==> src/hdl/wcsm_pkg.sv <==
// Package for the weight change stability monitor: widths, codes and item types.
// No dependencies; used by every module of the block.
`default_nettype none

package wcsm_pkg;

    localparam int WEIGHT_WIDTH = 24;
    localparam int TOL_WIDTH    = 24;
    localparam int CONF_WIDTH   = 16;
    localparam int CFG_IDX_W    = 2;
    localparam int CMP_W        = (WEIGHT_WIDTH > TOL_WIDTH) ? WEIGHT_WIDTH : TOL_WIDTH;

    localparam logic [CONF_WIDTH-1:0] SETTLE_MAX = CONF_WIDTH'(60000);

    localparam logic [1:0] DIR_NONE = 2'd0;
    localparam logic [1:0] DIR_UP   = 2'd1;
    localparam logic [1:0] DIR_DOWN = 2'd2;

    localparam logic [CFG_IDX_W-1:0] CFG_STABLE_TOL = 2'd0;
    localparam logic [CFG_IDX_W-1:0] CFG_CONFIRM    = 2'd1;
    localparam logic [CFG_IDX_W-1:0] CFG_JUMP_THR   = 2'd2;

    typedef logic [CMP_W-1:0] cmp_t;
    typedef logic signed [WEIGHT_WIDTH:0] delta_t;

    typedef struct packed {
        logic signed [WEIGHT_WIDTH-1:0] weight_sample;
        logic                           sign_flag;
        logic                           cell_error;
    } in_item_t;

    typedef struct packed {
        logic signed [WEIGHT_WIDTH:0]   weight_delta;
        logic [WEIGHT_WIDTH-1:0]        abs_delta;
        logic [1:0]                     direction;
        logic                           first_update;
        logic                           sign_changed;
        logic                           error_seen;
        logic                           jump_detected;
        logic                           stable_event;
        logic                           unstable_event;
    } out_item_t;

    typedef struct packed {
        logic [TOL_WIDTH-1:0]  settle_band;
        logic [CONF_WIDTH-1:0] confirm_count;
        logic [TOL_WIDTH-1:0]  jump_threshold;
    } cfg_t;

endpackage

`default_nettype wire

==> src/hdl/weight_change_stability_monitor.sv <==
// Weight change stability monitor: one result item per accepted weight item.
// The result is computed combinationally and registered in the output buffer.
// Throughput: one item per cycle unless both buffer entries are full; the two-entry
// output buffer keeps input open for one more item while a result waits.
// Reset clears history (next item is the baseline), the settle count, the output
// buffer, and the registers to tolerance 0, confirm 1, jump threshold 0.
`default_nettype none

module weight_change_stability_monitor
(
    input  wire logic                              clk,
    input  wire logic                              rst_n,
    input  wire logic                              in_valid,
    output logic                                   in_ready,
    input  wire wcsm_pkg::in_item_t                in_item,
    output logic                                   out_valid,
    input  wire logic                              out_ready,
    output wcsm_pkg::out_item_t                    out_item,
    input  wire logic                              cfg_valid,
    output logic                                   cfg_ready,
    input  wire logic [wcsm_pkg::CFG_IDX_W-1:0]    cfg_index,
    input  wire logic [wcsm_pkg::TOL_WIDTH-1:0]    cfg_data
);

    wcsm_pkg::cfg_t         cfg;
    wcsm_pkg::out_item_t    result;
    logic                   accept;

    assign accept = in_valid && in_ready;

    wcsm_cfg u_cfg
    (
        .clk       (clk),
        .rst_n     (rst_n),
        .cfg_valid (cfg_valid),
        .cfg_ready (cfg_ready),
        .cfg_index (cfg_index),
        .cfg_data  (cfg_data),
        .cfg       (cfg)
    );

    wcsm_core u_core
    (
        .clk     (clk),
        .rst_n   (rst_n),
        .accept  (accept),
        .in_item (in_item),
        .cfg     (cfg),
        .result  (result)
    );

    wcsm_outbuf u_outbuf
    (
        .clk       (clk),
        .rst_n     (rst_n),
        .push      (accept),
        .space     (in_ready),
        .push_item (result),
        .out_valid (out_valid),
        .out_ready (out_ready),
        .out_item  (out_item)
    );

endmodule

`default_nettype wire

==> src/hdl/wcsm_cfg.sv <==
// Configuration register file of the weight change stability monitor.
// Depends on wcsm_pkg.
`default_nettype none

module wcsm_cfg
(
    input  wire logic                              clk,
    input  wire logic                              rst_n,
    input  wire logic                              cfg_valid,
    output logic                                   cfg_ready,
    input  wire logic [wcsm_pkg::CFG_IDX_W-1:0]    cfg_index,
    input  wire logic [wcsm_pkg::TOL_WIDTH-1:0]    cfg_data,
    output wcsm_pkg::cfg_t                         cfg
);

    wcsm_pkg::cfg_t cfg_reg;
    wcsm_pkg::cfg_t cfg_next;

    assign cfg_ready = 1'b1;
    assign cfg       = cfg_reg;

    always_comb
    begin
        cfg_next = cfg_reg;
        if (cfg_valid)
        begin
            unique case (cfg_index)
                wcsm_pkg::CFG_STABLE_TOL: cfg_next.settle_band = cfg_data;
                wcsm_pkg::CFG_CONFIRM:
                    cfg_next.confirm_count = cfg_data[wcsm_pkg::CONF_WIDTH-1:0];
                wcsm_pkg::CFG_JUMP_THR:   cfg_next.jump_threshold = cfg_data;
                default:                  cfg_next = cfg_reg;
            endcase
        end
    end

    always_ff @(posedge clk or negedge rst_n)
    begin
        if (!rst_n)
        begin
            cfg_reg.settle_band    <= '0;
            cfg_reg.confirm_count  <= wcsm_pkg::CONF_WIDTH'(1);
            cfg_reg.jump_threshold <= '0;
        end
        else
        begin
            cfg_reg <= cfg_next;
        end
    end

endmodule

`default_nettype wire

==> src/hdl/wcsm_core.sv <==
// Per-item delta, flag and settle-count logic with the sample history state.
// Depends on wcsm_pkg.
`default_nettype none

module wcsm_core
(
    input  wire logic                 clk,
    input  wire logic                 rst_n,
    input  wire logic                 accept,
    input  wire wcsm_pkg::in_item_t   in_item,
    input  wire wcsm_pkg::cfg_t       cfg,
    output wcsm_pkg::out_item_t       result
);

    localparam int W = wcsm_pkg::WEIGHT_WIDTH;

    logic signed [W-1:0]              last_weight_reg;
    logic signed [W-1:0]              last_weight_next;
    logic                             last_sign_reg;
    logic                             last_sign_next;
    logic                             awaiting_first_reg;
    logic                             awaiting_first_next;
    logic [wcsm_pkg::CONF_WIDTH-1:0]  settle_count_reg;
    logic [wcsm_pkg::CONF_WIDTH-1:0]  settle_count_next;

    wcsm_pkg::delta_t                 delta;
    wcsm_pkg::delta_t                 magnitude;
    logic [W-1:0]                     abs_d;
    wcsm_pkg::cmp_t                   abs_ext;
    logic                             settled;
    logic [wcsm_pkg::CONF_WIDTH-1:0]  count_inc;

    assign delta     = {in_item.weight_sample[W-1], in_item.weight_sample}
                     - {last_weight_reg[W-1], last_weight_reg};
    assign magnitude = delta[W] ? -delta : delta;
    assign abs_d     = magnitude[W-1:0];
    assign abs_ext   = wcsm_pkg::cmp_t'(abs_d);
    assign settled   = abs_ext <= wcsm_pkg::cmp_t'(cfg.settle_band);
    assign count_inc = (settle_count_reg < wcsm_pkg::SETTLE_MAX)
                     ? settle_count_reg + 1'b1 : settle_count_reg;

    always_comb
    begin
        result              = '0;
        result.error_seen   = in_item.cell_error;
        settle_count_next   = settle_count_reg;
        if (awaiting_first_reg)
        begin
            result.first_update = 1'b1;
            settle_count_next   = '0;
        end
        else
        begin
            result.weight_delta  = delta;
            result.abs_delta     = abs_d;
            result.direction     = delta[W] ? wcsm_pkg::DIR_DOWN
                                 : (delta != '0) ? wcsm_pkg::DIR_UP : wcsm_pkg::DIR_NONE;
            result.sign_changed  = in_item.sign_flag != last_sign_reg;
            result.jump_detected = (cfg.jump_threshold != '0)
                                 && (abs_ext > wcsm_pkg::cmp_t'(cfg.jump_threshold));
            if (settled)
            begin
                settle_count_next   = count_inc;
                result.stable_event = count_inc >= cfg.confirm_count;
            end
            else
            begin
                settle_count_next     = '0;
                result.unstable_event = 1'b1;
            end
        end
    end

    assign last_weight_next    = accept ? in_item.weight_sample : last_weight_reg;
    assign last_sign_next      = accept ? in_item.sign_flag : last_sign_reg;
    assign awaiting_first_next = accept ? 1'b0 : awaiting_first_reg;

    always_ff @(posedge clk or negedge rst_n)
    begin
        if (!rst_n)
        begin
            last_weight_reg    <= '0;
            last_sign_reg      <= 1'b0;
            awaiting_first_reg <= 1'b1;
            settle_count_reg   <= '0;
        end
        else
        begin
            last_weight_reg    <= last_weight_next;
            last_sign_reg      <= last_sign_next;
            awaiting_first_reg <= awaiting_first_next;
            if (accept)
            begin
                settle_count_reg <= settle_count_next;
            end
        end
    end

endmodule

`default_nettype wire

==> src/hdl/wcsm_outbuf.sv <==
// Two-entry output buffer: result register plus skid register.
// Depends on wcsm_pkg.
`default_nettype none

module wcsm_outbuf
(
    input  wire logic                 clk,
    input  wire logic                 rst_n,
    input  wire logic                 push,
    output logic                      space,
    input  wire wcsm_pkg::out_item_t  push_item,
    output logic                      out_valid,
    input  wire logic                 out_ready,
    output wcsm_pkg::out_item_t       out_item
);

    logic                   out_valid_reg;
    logic                   out_valid_next;
    logic                   skid_valid_reg;
    logic                   skid_valid_next;
    wcsm_pkg::out_item_t    out_data_reg;
    wcsm_pkg::out_item_t    out_data_next;
    wcsm_pkg::out_item_t    skid_data_reg;
    wcsm_pkg::out_item_t    skid_data_next;
    logic                   pop;

    assign space     = !skid_valid_reg;
    assign out_valid = out_valid_reg;
    assign out_item  = out_data_reg;
    assign pop       = out_valid_reg && out_ready;

    always_comb
    begin
        out_valid_next  = out_valid_reg;
        skid_valid_next = skid_valid_reg;
        out_data_next   = out_data_reg;
        skid_data_next  = skid_data_reg;
        if (pop)
        begin
            if (skid_valid_reg)
            begin
                out_data_next   = skid_data_reg;
                skid_valid_next = 1'b0;
            end
            else if (push)
            begin
                out_data_next = push_item;
            end
            else
            begin
                out_valid_next = 1'b0;
            end
        end
        else if (push)
        begin
            if (!out_valid_reg)
            begin
                out_data_next  = push_item;
                out_valid_next = 1'b1;
            end
            else
            begin
                skid_data_next  = push_item;
                skid_valid_next = 1'b1;
            end
        end
    end

    always_ff @(posedge clk or negedge rst_n)
    begin
        if (!rst_n)
        begin
            out_valid_reg  <= 1'b0;
            skid_valid_reg <= 1'b0;
        end
        else
        begin
            out_valid_reg  <= out_valid_next;
            skid_valid_reg <= skid_valid_next;
        end
    end

    always_ff @(posedge clk)
    begin
        out_data_reg  <= out_data_next;
        skid_data_reg <= skid_data_next;
    end

endmodule

`default_nettype wire

==> config.mk <==
export PLATFORM = sky130hd
export DESIGN_NAME = weight_change_stability_monitor
export DESIGN_NICKNAME = d
export VERILOG_FILES = /design/src/hdl/wcsm_pkg.sv /design/src/hdl/weight_change_stability_monitor.sv /design/src/hdl/wcsm_cfg.sv /design/src/hdl/wcsm_core.sv /design/src/hdl/wcsm_outbuf.sv
export SDC_FILE = /design/constraint.sdc
export NUM_CORES = 1
export LEC_CHECK = 0
export ABC_CLOCK_PERIOD_IN_PS = 12800
export BUFFER_PORTS_ARGS = -buffer_cell sky130_fd_sc_hd__buf_4
export CORE_MARGIN = 5
export CORE_UTILIZATION = 40
export DETAILED_ROUTE_END_ITERATION = 7
export PLACE_DENSITY = 0.54
export SYNTH_ARGS = -nofsm -noshare
export SYNTH_HDL_FRONTEND = slang
export SYNTH_HIERARCHICAL = 1
export SYNTH_SLANG_ARGS = --single-unit
==> constraint.sdc <==
create_clock -name clk -period 12.8 [get_ports clk]
set_input_delay 1.92 -clock clk [delete_from_list [all_inputs] [get_ports clk]]
set_output_delay 1.92 -clock clk [all_outputs]
set_load 0.05 [all_outputs]
# == Word level (Yosys, flattened, before mapping) ==
# Cells that the tools add are included.
# totals
out_inout_bits,60
input_bits,57
regBits,222
wordCells,82
# classes
reduce_logical,17
addsub,3
bitwise_logic,1
eq_ne,6
n_mux,24
magnitude_cmp,4
# op_table
operator,count
$mux W57,5
$mux W51,1
$mux W16,3
$reduce_bool A25 Y1,1
$sub A24 B24 Y25,1
$gt A24 B24 Y1,1
$le A24 B24 Y1,1
$mux W24,1
$neg A24 Y24,1
$reduce_bool A24 Y1,1
$add A16 B1 Y16 const B,1
$ge A16 B16 Y1,1
$lt A16 B16 Y1 const B,1
$mux W1,12
$reduce_and A3 Y1,3
$reduce_and A2 Y1,4
$ne A2 B2 Y1 const B,3
$reduce_bool A2 Y1,3
$logic_and A1 B1 Y1,3
$mux W3,1
$eq A2 B1 Y1 const B,1
$eq A2 B2 Y1 const B,1
$logic_not A2 Y1,1
$mux W2,1
other kinds (3),3

# == Depth between registers and ports, before layout ==
# depth
word_depth,9
depth_mapped,26
mapped_depth_nobuf,23

# == Modules after synthesis ==
# Netlist, hierarchy kept.
# by_module_without_submodules
mod,area_each_um2,n_inst,cells_per_inst
wcsm_core,5941.9,1,788
wcsm_outbuf,4340.4,1,189
wcsm_cfg,2427.3,1,138
weight_change_stability_monitor,6.3,1,1

# == Worst setup path before layout ==
# No wires, ideal clock.
# synth_timing
path_kind,input -> register
startpoint,input in_item[2] (netlist name)
endpoint,"register u_outbuf.out_data_reg, in the netlist u_outbuf/out_item[1], data pin"
stages,22
setup_ns,0.129
slack_ns,6.188
t_arrival_ns,6.483
cell_sequence,inv_1 ha_1 inv_1 fa_1 a211oi_2 o21ai_1 a41oi_2 xor2_1 o21ai_0 nor4_4 nand4_1 o211a_1 ha_1 nand4_1 nor4_1 nand3_1 or3_1 o211ai_1 nand4_1 clkbuf_1 a21oi_1 mux2_2
# synth_rtl
element,line_no,source
from (decl),weight_change_stability_monitor.sv:15,"input wire wcsm_pkg::in_item_t in_item,"
to (signal assigned),wcsm_outbuf.sv:85,out_data_reg <= out_data_next;
to (decl),wcsm_outbuf.sv:21,wcsm_pkg::out_item_t out_data_reg;

==> out/metrics.cfg <==
[placement]
hpwl_um = 22900
gp_congestion = 0.877
dp_slack_ps = 4580
port-buffer-count = 115

[cells_and_area]
final_nets = 1375
num_antenna_cells = 0
drive_gt1_share_pct = 24.3
final_cell_mix = 121 x buf_4, 114 x edfxtp_1, 106 x dfrtp_1, 98 x inv_1, 92 x mux2_2
nFillCells = 2943
largest_reg_flops = 64
synthToLayoutAreaGrowth_pct = 15.5
final_common_cell = buf_4

[setup_path]
cpMaxStageDelayCell = nand4_1
cp_cell_sequence = buf_4, inv_1, ha_1, inv_1, fa_1, xnor2_1, nand3_1, a211oi_1, o2111ai_1, nor3_2, nand4_2, nand2_1, xnor2_1, ha_1, nand4_1, nor4_1, nand3_1, or3_1, nand4_1, nand4_1, a21oi_1, mux2_2
crit_family = simple AND/OR/NAND/NOR gates
cpPeakStageDelay_ps = 710
path_max_fanout = 17
startpoint_type = input pin
arrival_ps = 8270
critical_path_class = in2reg
required_ps = 13180
cp_common_cell = nand4_1
end_kind = register
cp.buffers_inverters = 3

[floorplanning]
pin_count = 117
die_x_um = 188
die_height_um = 188
dieArea_sq_um = 35500
core_region_area_sq_um = 31500
floorplan.rows = 65
initial_utilization_pct = 40.4

[clock_network]
cts_made_buffers = 26
cts_tree = yes
ctsHoldBuffers = 0
h-tree-depth = 1
clock_latency_ps = 520
cts.clk_slew.worst_paths_ps = 60
clockBufferDepth = 3
cts-root-buf = clkbuf_16
ctsResizeCount = 0
cts_setup_buffers = 0
clock_sink_count = 222

[sta]
slew_violations = 0
setup_slack_ps = 4920
rsz0062_at_grt = false
tns_ps = 0
tightest_slew_ps = 1010
hold_violations = 0
fin_skew_ps = 12.9
relSlewSlack_pct = 32.4
period_share_pct = 61.6
timing.hold.ws_ps = 496
max_freq_mhz = 127
post-route-min-period_ps = 7880
setup_viol = 0

[grt]
grt_pass1_wl_um = 49000
grt_antenna_before_repair = 0
grt_pass1_vias = 8678
grt-ovfl-total = 0
grt_max_degree = 73
grt_use_total_pct = 17.0

[synth]
synthArstFlopShare_pct = 48.6
synthFlopType = edfxtp_1
netlist.top_cell.by_area = edfxtp_1
syn_area_sq_um = 12700
syn_inst = 1116
ys_seq_elements = 222
synth_edf_count = 114
synth_nets = 1264
yosys_warnings = 6
syn_area_per_cell_sq_um = 11.4
ys_types = 72
synthTopCellsByArea = edfxtp_1 27%, dfrtp_1 21%, ha_1 8.9%
synth_top_area_share_pct = 26.9
seq_area_frac_synth_pct = 48.2

[job]
drv_cap = 0

[detailed_routing]
firstDrtPassIters = 5
vias = 8692
finalWirelength_um = 30600
drc = 0
wire_per_inst_um = 18.5
post_drt_via_cell_ratio = 5.27
postRouteAntennaNets = 0
drt-initial-drc-count = 523

[outcome]
outcome = finished, final reports clean

[hold_path]
hold_class = reg2reg

## cell families (layout without fill, tap and decap cells)
group / Yosys count / count (layout) / share of synthesized area, %
simple gates: 271 / 271 / 11.1
fa+ha+maj: 91 / 91 / 9.01
xor+xnor: 49 / 49 / 3.38
buf+inv: 136 / 267 / 4.77
mux: 126 / 126 / 12.0
flops: 222 / 222 / 48.2
compound gates: 220 / 220 / 11.5
other cells: 1 / 1 / 0.0295
## worst reg2reg max path, stage by stage, from the launching register on
cell and delay, ps:
dfrtp_1 340, ha_1 160, inv_1 60, fa_1 440
xnor2_1 510, nand3_1 170, a211oi_1 430, o2111ai_1 330
nor3_2 400, nand4_2 220, nand2_1 180, xnor2_1 150
ha_1 340, nand4_1 150, nor4_1 490, nand3_1 170
or3_1 450, nand4_1 140, nand4_1 710, a21oi_1 450
mux2_2 210
## routing by layer
metal	GRT usage (%)	share of wire, %	up-vias
met2	25.3	43	203
met4	3.05	1.4	0
met5	0	0	-
li1	-	-	4271
met3	2.89	5.1	37
met1	26.2	51	4181
## stage by stage
stage	area (sq um)	utilization [%]	cells
2_1_floorplan	12700	-	1116
3_3_place_gp	13900	44.2	1601
3_5_place_dp	13900	44.2	1601
4_1_cts	14700	46.7	1649
5_1_grt	14700	46.7	1649
6_report	14700	46.7	1649
## synth_stat cells, drive strengths merged, types with 18 or more instances
library cell and number:
edfxtp 114, dfrtp 106, and2 28, a21o 33
xnor2 28, ha 90, xor2 21, inv 98
clkbuf 18, nand4 25, mux2 124, buf 20
a21oi 48, nor2 52, nand2 77, o21ai 68
## final cells by class
class | count | area, sq um | share of cell area (%)
Inverter | 98 | 368 | 2.50
Multi-Input combinational cell | 758 | 6000 | 40.9
Clock inverter | 6 | 30.0 | 0.204
Tap cell | 402 | 503 | 3.42
Timing Repair Buffer | 121 | 908 | 6.18
Clock buffer | 42 | 752 | 5.12
Sequential cell | 222 | 6130 | 41.7
## path summary, 6_finish.rpt
| check | to | cells past startpoint | slack (ps) | start |
|---|---|---|---|---|
| max | u_outbuf/out_item[1] | 22 | 4920 | in_item[2] |
| min | u_cfg/cfg[63] | 1 | 500 | u_cfg/cfg[63] |
| max reg2reg | u_outbuf/out_item[1] | 20 | 6150 | u_core/last_weight_reg[0] |
| min reg2reg | u_cfg/cfg[63] | 1 | 500 | u_cfg/cfg[63] |
| max in group asynchronous | u_cfg/cfg[6] | 2 | 10030 | rst_n |
| min in group asynchronous | u_cfg/cfg[21] | 1 | 1390 | rst_n |
Power is left out: the tool's default activity adds up to more than one toggle a clock period on the data nets, which glitch-free logic cannot reach.
